File: config.mk
export PLATFORM = sky130hd
export DESIGN_NAME = itil_ctrl
export DESIGN_NICKNAME = d
export VERILOG_FILES = /design/src/itil_pkg.sv /design/src/itil_ctrl.sv
export SDC_FILE = /design/constraint.sdc
export NUM_CORES = 1
export LEC_CHECK = 0
export BUFFER_PORTS_ARGS = -buffer_cell sky130_fd_sc_hd__buf_4
export CORE_AREA = 10 10 47 49
export CTS_CLUSTER_SIZE = 10
export DETAILED_ROUTE_END_ITERATION = 7
export DIE_AREA = 0 0 57 59
export PLACE_DENSITY_LB_ADDON = 0.2
export SLEW_MARGIN = 25
export SYNTH_ARGS = -nofsm -noshare
export SYNTH_HDL_FRONTEND = slang
export SYNTH_SLANG_ARGS = --single-unit
File: constraint.sdc
create_clock -name clk_i -period 1.4 [get_ports clk_i]
set_input_delay 0.14 -clock clk_i [delete_from_list [all_inputs] [get_ports clk_i]]
set_output_delay 0.14 -clock clk_i [all_outputs]
set_load 0.02 [all_outputs]
File: src/itil_pkg.sv
// ----------------------------------------------------------------------------
// itil_pkg
// shared types and codes for the ipv4 trie insert / lookup block
// ----------------------------------------------------------------------------
package itil_pkg;

  // slot kinds held in the top two bits of a node store entry
  localparam logic [1:0] KIND_EMPTY = 2'd0;
  localparam logic [1:0] KIND_LINK  = 2'd1;
  localparam logic [1:0] KIND_VALUE = 2'd2;

  // result status codes
  localparam logic [2:0] ST_INSERTED = 3'd0;
  localparam logic [2:0] ST_HIT      = 3'd1;
  localparam logic [2:0] ST_MISS     = 3'd2;
  localparam logic [2:0] ST_CONFLICT = 3'd3;
  localparam logic [2:0] ST_FULL     = 3'd4;

  localparam int unsigned LEVELS     = 4;
  localparam int unsigned BYTE_BITS  = 8;
  localparam logic [1:0]  LAST_LEVEL = 2'd3;

  // controller to datapath
  typedef struct packed {
    logic       clr_step;   // write one empty slot of the clearing pass
    logic       in_ready;   // input channel open
    logic       rd;         // read slot at current node and level
    logic       descend;    // follow link just read
    logic       link_wr;    // write fresh link, move to fresh node
    logic       value_wr;   // write value at leaf level
    logic       res_set;    // latch pending result
    logic [2:0] res_status;
    logic       out_load;   // move pending result to output register
  } cmd_t;

  // datapath to controller
  typedef struct packed {
    logic       clr_done;
    logic       in_valid;
    logic       out_free;
    logic       lookup;
    logic [1:0] kind;
    logic       link_ok;
    logic       fits;
    logic [1:0] level;
  } sts_t;

endpackage

File: src/itil_ctrl.sv
// ----------------------------------------------------------------------------
// itil_ctrl
// sequencer for clearing pass, trie walk, commit and result handoff
// ----------------------------------------------------------------------------
module itil_ctrl (
  input  logic           clk_i,
  input  logic           rst_ni,
  input  itil_pkg::sts_t sts_i,
  output itil_pkg::cmd_t cmd_o
);
  import itil_pkg::*;

  localparam logic [2:0] S_CLEAR = 3'd0;
  localparam logic [2:0] S_IDLE  = 3'd1;
  localparam logic [2:0] S_READ  = 3'd2;
  localparam logic [2:0] S_EVAL  = 3'd3;
  localparam logic [2:0] S_LINK  = 3'd4;
  localparam logic [2:0] S_VALUE = 3'd5;
  localparam logic [2:0] S_DONE  = 3'd6;

  logic [2:0] state_q, state_d;
  logic       last;

  assign last = (sts_i.level == LAST_LEVEL);

  always_comb begin
    state_d = state_q;
    cmd_o   = '0;
    case (state_q)
      S_CLEAR: begin
        cmd_o.clr_step = 1'b1;
        if (sts_i.clr_done) state_d = S_IDLE;
      end
      S_IDLE: begin
        cmd_o.in_ready = 1'b1;
        if (sts_i.in_valid) state_d = S_READ;
      end
      S_READ: begin
        cmd_o.rd = 1'b1;
        state_d  = S_EVAL;
      end
      S_EVAL: begin
        if (sts_i.lookup) begin
          if (sts_i.kind == KIND_VALUE) begin
            cmd_o.res_set    = 1'b1;
            cmd_o.res_status = ST_HIT;
            state_d          = S_DONE;
          end else if (sts_i.kind == KIND_LINK && !last && sts_i.link_ok) begin
            cmd_o.descend = 1'b1;
            state_d       = S_READ;
          end else begin
            cmd_o.res_set    = 1'b1;
            cmd_o.res_status = ST_MISS;
            state_d          = S_DONE;
          end
        end else begin
          if (sts_i.kind == KIND_VALUE ||
              (sts_i.kind == KIND_LINK && (last || !sts_i.link_ok))) begin
            cmd_o.res_set    = 1'b1;
            cmd_o.res_status = ST_CONFLICT;
            state_d          = S_DONE;
          end else if (sts_i.kind == KIND_LINK) begin
            cmd_o.descend = 1'b1;
            state_d       = S_READ;
          end else if (!sts_i.fits) begin
            cmd_o.res_set    = 1'b1;
            cmd_o.res_status = ST_FULL;
            state_d          = S_DONE;
          end else if (last) begin
            state_d = S_VALUE;
          end else begin
            state_d = S_LINK;
          end
        end
      end
      S_LINK: begin
        cmd_o.link_wr = 1'b1;
        if (sts_i.level == 2'd2) state_d = S_VALUE;
      end
      S_VALUE: begin
        cmd_o.value_wr   = 1'b1;
        cmd_o.res_set    = 1'b1;
        cmd_o.res_status = ST_INSERTED;
        state_d          = S_DONE;
      end
      S_DONE: begin
        if (sts_i.out_free) begin
          cmd_o.out_load = 1'b1;
          state_d        = S_IDLE;
        end
      end
      default: begin
        state_d = S_IDLE;
      end
    endcase
  end

  always_ff @(posedge clk_i or negedge rst_ni) begin
    if (!rst_ni) begin
      state_q <= S_CLEAR;
    end else begin
      state_q <= state_d;
    end
  end

endmodule

# Word level (Yosys, flattened, before mapping)

Cells that the tools add are included.
Widths: inputs -> output; s select.

Equal/unequal tests: 14
Multiplexer cells: 32
Reduce and logical (&&, ||, !) cells: 9

Operator list:

| kind               | count |
|---|---|
| $mux 3             | 10 |
| $mux 4             | 6 |
| $pmux 3 s7         | 1 |
| $mux 1             | 14 |
| $eq 3x3->1 const B | 3 |
| $ne 2x2->1 const B | 4 |
| $pmux 4 s2         | 1 |
| $eq 2x2->1 const B | 3 |
| $eq 3x2->1 const B | 2 |
| $reduce_and 4->1   | 1 |
| $eq 3x1->1 const B | 1 |
| $logic_and 1x1->1  | 3 |
| $logic_not 3->1    | 1 |
| $eq 2x1->1 const B | 1 |
| $logic_not 1->1    | 2 |
| $logic_or 1x1->1   | 2 |

Flip-flop bits (word level): 3
Bits of input ports: 12
Output and inout port bits: 11
Logic and storage cells: 56

# Logic depth before layout (Yosys ltp)

Gate-level depths: netlist of the first run.

Word-level depth: 8
Mapped depth: 4
Gate-level depth less buffers: 3

# Worst setup path after synthesis of the first run

No wires, ideal clock.

Path type: flip-flop to output port
Start: register state_q[2]
End: output cmd_o[3] (netlist name)
Data arrival time: 1.370 ns
Data required time: 1.260 ns
Setup slack: -0.110 ns
Stages on the path, launching flop included: 4
Path buffers: 1
Cell sequence: dfrtp_1 > buf_4 > nand3b_4 > nor4_1

RTL lines:

| item                   | line             | RTL |
|---|---|---|
| start, declared        | itil_ctrl.sv:21  | `logic [2:0] state_q, state_d;` |
| start signal, assigned | itil_ctrl.sv:102 | `state_q <= state_d;` |
| end, declared          | itil_ctrl.sv:9   | `output itil_pkg::cmd_t cmd_o` |

==> results.json, run 1 <==
{
  "max_cap_violations": 0,
  "grt_antenna_before_repair": 0,
  "run_status": "finished with violations",
  "worstPathRequired_ps": 1260,
  "clock-skew-final_ps": 1.78,
  "die_height_um": 59,
  "ios": 23,
  "wirelength_mm": 1.33,
  "critical_path_peak_fanout": 4,
  "worst_setup_path_end_kind": "output port",
  "clock_tree.buffer_depth": 2,
  "final_layout_size_suffix_gt1_frac": 0.610,
  "layout-area-overhead-vs-synth_pct": 84.3,
  "rows": 14,
  "netlist.top_cell.by_area": "dfrtp_1",
  "wirelength_per_cell_um": 13.6,
  "violations": "negative setup slack",
  "synth-seq-cells": 3,
  "timing.fmax_mhz": 704,
  "vias": 472,
  "vdd.ir_drop.worst_mv": 0.640,
  "yosysWarnings": 0,
  "relSlewSlack": 0.732,
  "finished_layout_cells": 98,
  "cts_inserted_buffers": 3,
  "chipWidth_um": 57,
  "synth_cell_type_count": 28,
  "htree_num_levels": 1,
  "final_period_utilization": 1.01,
  "syn_area_um2": 383,
  "worst_pin_slew_ps": 401,
  "fillCellCount": 144,
  "fp.dieArea_um2": 3360,
  "clk_transition_reported_paths_ps": 40,
  "post_synth.cell_area_avg_um2": 7.98,
  "drt_first_iter_violations": 3,
  "report.final.slew_viol_count": 0,
  "top_regs": "state_q x3",
  "setup.worst_path.start_class": "register",
  "synth.area.top_cells": "dfrtp_1 (20%), nand2b_1 (6.5%), nand3b_4 (5.2%), nand2_1 (4.9%), xor2_2 (4.2%)",
  "power.density_cell_area_nw_per_um2": 1960,
  "grt_first_pass_wirelength_mm": 2.26,
  "dp_hpwl_mm": 1.04,
  "synth_sequential_area_ratio": 0.196,
  "cts_tree": "built",
  "holdCritPathClass": "input port to register",
  "p_leak_uw": 0.000326,
  "grt_pass1_vias": 506,
  "setup.worst_path.class": "register to output port",
  "number_of_buffers_added_on_ports": 22,
  "registers.top_by_ff_count": "state_q",
  "totalNegativeSetupSlack_ps": -20.6,
  "drtPass1Iterations": 4,
  "syn-instance-count": 48,
  "cts_num_sinks": 3,
  "coreArea_um2": 1400,
  "syn_nets": 60,
  "detail-route-antenna-nets": 0,
  "final_common_cell": "buf_4",
  "largest_register_ffs": 3,
  "leading_cell_types_in_the_layout_fill_and_taps_excluded": "buf_4 (30), nand2_1 (5), nand2b_1 (4), nor2_1 (4)",
  "hold_violations": 0,
  "dpl_worst_slack_ps": 113,
  "cts-root-buf": "clkbuf_4",
  "critPathArrivalTime_ps": 1280,
  "drt_drc_violations_left": 0,
  "clk_latency_ps": 230,
  "place_inst": 87,
  "gr-total-overflow": 0,
  "final_setup_violations": 1,
  "synth_top_cell_area_share": 0.196,
  "grt_setup_unrepaired": "yes",
  "post-route-worst-setup-slack_ps": -20.6,
  "grt_start_max_net_pins": 7,
  "number_of_nets_in_the_layout": 95,
  "post-route-min-period_ps": 1420,
  "rd_place_congestion": 0.738,
  "initial_core_util": 0.273,
  "route.detailed.vias_per_inst": 4.82,
  "antenna_cells_inserted": 0,
  "grt_usage": 0.0797
}
==> cell families (layout without fill, tap and decap cells) <==
kind of cell              after synthesis  after routing  share of synthesized area
DFF                                     3              3                      0.196
and+or+nand+nor                        28             28                      0.464
buffers and inverters                   4             38                     0.0621
muxes                                   1              1                     0.0294
AOI/OAI and AO/OA                      11             11                      0.206
xor gates and xnor gates                1              1                     0.0425
==> worst max-delay path: stages (launching register included) <==
cell and delay, ps:
dfrtp_2 430, nor2b_4 140, and2_1 170, o21bai_1 150, buf_4 170
==> final cells by class <==
class | count | area, µm² | area share
Timing Repair Buffer | 33 | 258 | 0.365
Clock buffer | 4 | 26.3 | 0.0372
Tap cell | 16 | 20.0 | 0.0284
Sequential cell | 3 | 78.8 | 0.112
Inverter | 1 | 6.26 | 0.00887
Multi-Input combinational cell | 41 | 317 | 0.449
==> Yosys cell counts, drive strengths merged <==
library cell / number
nor2b: 2
o21bai: 2
inv: 1
and2: 2
xor2: 1
nand2b: 4
mux2: 1
nor4bb: 1
nand3: 1
nor4: 1
nand2: 5
nor3b: 1
a22o: 1
nand3b: 3
dfrtp: 3
buf: 3
a311oi: 1
a21bo: 1
or2b: 1
o211ai: 1
nor2: 4
nor3: 3
a21oi: 2
o311ai: 1
o21ai: 2
==> power breakdown <==
part | leakage, µW | internal, µW | total [µW] | switching (µW)
registers | 0.0000324 | 142 | 215 | 73.5
logic | 0.000279 | 547 | 1020 | 469
clock network | 0.0000150 | 107 | 150 | 43.0
total | 0.000326 | 796 | 1380 | 585
==> metrics by stage <==
stage / power [µW] / hold WS (ps) / instance area (µm²) / utilization
2_1_floorplan: 722 / -156 / 389 / -
3_3_place_gp: 1020 / -70.0 / 584 / 0.417
3_5_place_dp: 1020 / -70.7 / 584 / 0.417
4_1_cts: 1290 / 221 / 664 / 0.474
5_1_grt: 1490 / 247 / 706 / 0.504
6_report: 1380 / 225 / 706 / 0.504
==> routing by layer <==
layer / track usage / vias to the layer above / share of wire
li1: - / 236 / -
met1: 0.0836 / 221 / 0.40
met2: 0.144 / 15 / 0.53
met5: 0 / - / 0
met4: 0.0302 / 0 / 0
met3: 0.0258 / 0 / 0.068
==> worst paths after layout <==
check | startpoint | end | slack [ps] | cells after the start
worst max register to register | state_q[2] | state_q[0] | 20 | 5
min in group asynchronous | rst_ni | state_q[2] | 250 | 2
worst max-delay path | state_q[0] | cmd_o[4] | -20 | 4
worst min-delay path | sts_i[7] | state_q[2] | 220 | 4
worst min register to register | state_q[2] | state_q[2] | 610 | 3
max in group asynchronous | rst_ni | state_q[0] | 1040 | 2
==> repair_timing <==
item | in CTS | in global routing
hold buffers | 1 | 0
setup endpoints to repair | 4 | 7
pin swaps | 0 | 1
resized for setup | 4 | 8
endpoints found under the hold margin | 3 | 0
setup buffers | 4 | 2
(Power assumes the default switching activity.)
==> inputs of run 2 (changes only) <==
--- a/config.mk
+++ b/config.mk
@@ -6,12 +6,15 @@
 export NUM_CORES = 1
 export LEC_CHECK = 0
 export BUFFER_PORTS_ARGS = -buffer_cell sky130_fd_sc_hd__buf_4
-export CORE_AREA = 10 10 47 49
+export CELL_PAD_IN_SITES_DETAIL_PLACEMENT = 1
+export CELL_PAD_IN_SITES_GLOBAL_PLACEMENT = 1
+export CORE_AREA = 10 10 49 51
 export CTS_CLUSTER_SIZE = 10
 export DETAILED_ROUTE_END_ITERATION = 7
-export DIE_AREA = 0 0 57 59
+export DIE_AREA = 0 0 59 61
 export PLACE_DENSITY_LB_ADDON = 0.2
 export SLEW_MARGIN = 25
 export SYNTH_ARGS = -nofsm -noshare
 export SYNTH_HDL_FRONTEND = slang
 export SYNTH_SLANG_ARGS = --single-unit
+export TNS_END_PERCENT = 20
==> run 2 against run 1 <==
  * Critical path type unchanged
  * Combinational power fell by 6%
  * Highest routed layer is now met4
  * Count of clock-buffer cells in the layout did not move
  * Sequential share of layout area rose by 0.41 points
  * The flow still finishes with violations (negative setup slack)
==> results.json, run 2 (synthesis results as in run 1) <==
{
  "run_status": "finished with violations",
  "violations": "negative setup slack",
  "max_cap_violations": 0,
  "initial_core_util": 0.260,
  "die_height_um": 61,
  "drt_first_iter_violations": 0,
  "vdd.ir_drop.worst_mv": 0.812,
  "grt_pass1_vias": 541,
  "clock_tree.buffer_depth": 2,
  "wirelength_mm": 1.51,
  "vias": 466,
  "htree_num_levels": 1,
  "clk_latency_ps": 230,
  "p_leak_uw": 0.000313,
  "number_of_nets_in_the_layout": 92,
  "final_layout_size_suffix_gt1_frac": 0.608,
  "setup.worst_path.start_class": "register",
  "r2r_cells": 5,
  "leading_cell_types_in_the_layout_fill_and_taps_excluded": "buf_4 (28), nand2_1 (5), nand2b_1 (4), nor2_1 (4)",
  "registers.top_by_ff_count": "state_q",
  "grt_usage": 0.0811,
  "layout-area-overhead-vs-synth_pct": 77.8,
  "dp_hpwl_mm": 1.05,
  "fp.dieArea_um2": 3600,
  "wirelength_per_cell_um": 15.9,
  "chipWidth_um": 59,
  "setup.worst_path.class": "register to output port",
  "report.final.slew_viol_count": 0,
  "cts_num_sinks": 3,
  "critical_path_peak_fanout": 8,
  "route.detailed.vias_per_inst": 4.91,
  "clock-skew-final_ps": 0.554,
  "top_regs": "state_q x3",
  "whs_path_depth": 3,
  "final_setup_violations": 1,
  "final_period_utilization": 1.02,
  "grt_first_pass_wirelength_mm": 2.31,
  "worst_pin_slew_ps": 351,
  "worst_setup_path_end_kind": "output port",
  "final_common_cell": "buf_4",
  "total_power_uw": 1320,
  "cts-root-buf": "clkbuf_4",
  "gr-total-overflow": 0,
  "post-route-min-period_ps": 1430,
  "number_of_buffers_added_on_ports": 22,
  "drtPass1Iterations": 1,
  "grt_start_max_net_pins": 9,
  "fillCellCount": 185,
  "worstPathRequired_ps": 1260,
  "ios": 23,
  "grt_setup_unrepaired": "yes",
  "hold_violations": 0,
  "timing.fmax_mhz": 699,
  "cts_tree": "built",
  "coreArea_um2": 1470,
  "post-route-worst-setup-slack_ps": -31.3,
  "antenna_cells_inserted": 0,
  "clk_transition_reported_paths_ps": 40,
  "critPathArrivalTime_ps": 1290,
  "cts_inserted_buffers": 3,
  "largest_register_ffs": 3,
  "rows": 14,
  "drt_drc_violations_left": 0,
  "power.density_cell_area_nw_per_um2": 1940,
  "detail-route-antenna-nets": 0,
  "holdCritPathClass": "input port to register",
  "worst_hold_slack_ps": 231,
  "grt_antenna_before_repair": 0,
  "relSlewSlack": 0.766,
  "rd_place_congestion": 0.697
}
run 2: changes by cell type in the layout (fill, tap and decap cells not counted), sizes merged:
cell  change
buf       -3
run 2: area by class of cell:
class | count | area, µm² | area share
timing repair buffer | 30 | 231 | 0.340
tap | 16 | 20.0 | 0.0294
sequential | 3 | 78.8 | 0.116
clock buffer | 4 | 26.3 | 0.0386
multi-input combinational | 41 | 320 | 0.471
inverter | 1 | 3.75 | 0.00551
run 2: critical path, cell delays in order, from the launching register on:
cell      delay [ps]
dfrtp_2          460
nor2b_4          150
and2_4           140
o21bai_1         140
buf_4            170
run 2: final timing paths:
path	from	endpoint	slack, ps
min reg2reg	state_q[1]	state_q[1]	700
max in group asynchronous	rst_ni	state_q[2]	1050
min in group asynchronous	rst_ni	state_q[1]	240
max reg2reg	state_q[2]	state_q[0]	70
max	state_q[0]	cmd_o[4]	-30
min	sts_i[8]	state_q[1]	230
run 2: metal layers:
layer,vias up,track usage,share of wire
met5,-,0,0
met4,0,0.0492,0.013
met3,2,0.0271,0.066
met2,14,0.141,0.53
met1,217,0.0827,0.39
li1,233,-,-
run 2: repair_timing:
item,4_1_cts,5_1_grt
hold endpoints to repair,3,0
gates cloned,0,0
setup endpoints to repair,5,6
setup buffers,6,0
pin swaps,1,0
resized for setup,8,3
hold buffers,1,0
run 2: stage by stage:
stage | utilization | cells | cell area, µm² | setup TNS (ps) | setup slack [ps]
2_1_floorplan | - | 48 | 389 | 0 | 60.1
3_3_place_gp | 0.382 | 84 | 562 | 0 | 81.6
3_5_place_dp | 0.382 | 84 | 562 | 0 | 81.6
4_1_cts | 0.453 | 95 | 667 | -26.8 | -26.8
5_1_grt | 0.463 | 95 | 681 | -136 | -89.9
6_report | 0.463 | 95 | 681 | -31.3 | -31.3
run 2: power breakdown:
| part | switching, µW | leakage, µW | internal, µW | total, µW |
|---|---|---|---|---|
| registers | 75.9 | 0.0000324 | 142 | 217 |
| clock network | 44.9 | 0.0000150 | 107 | 152 |
| logic | 458 | 0.000265 | 496 | 954 |
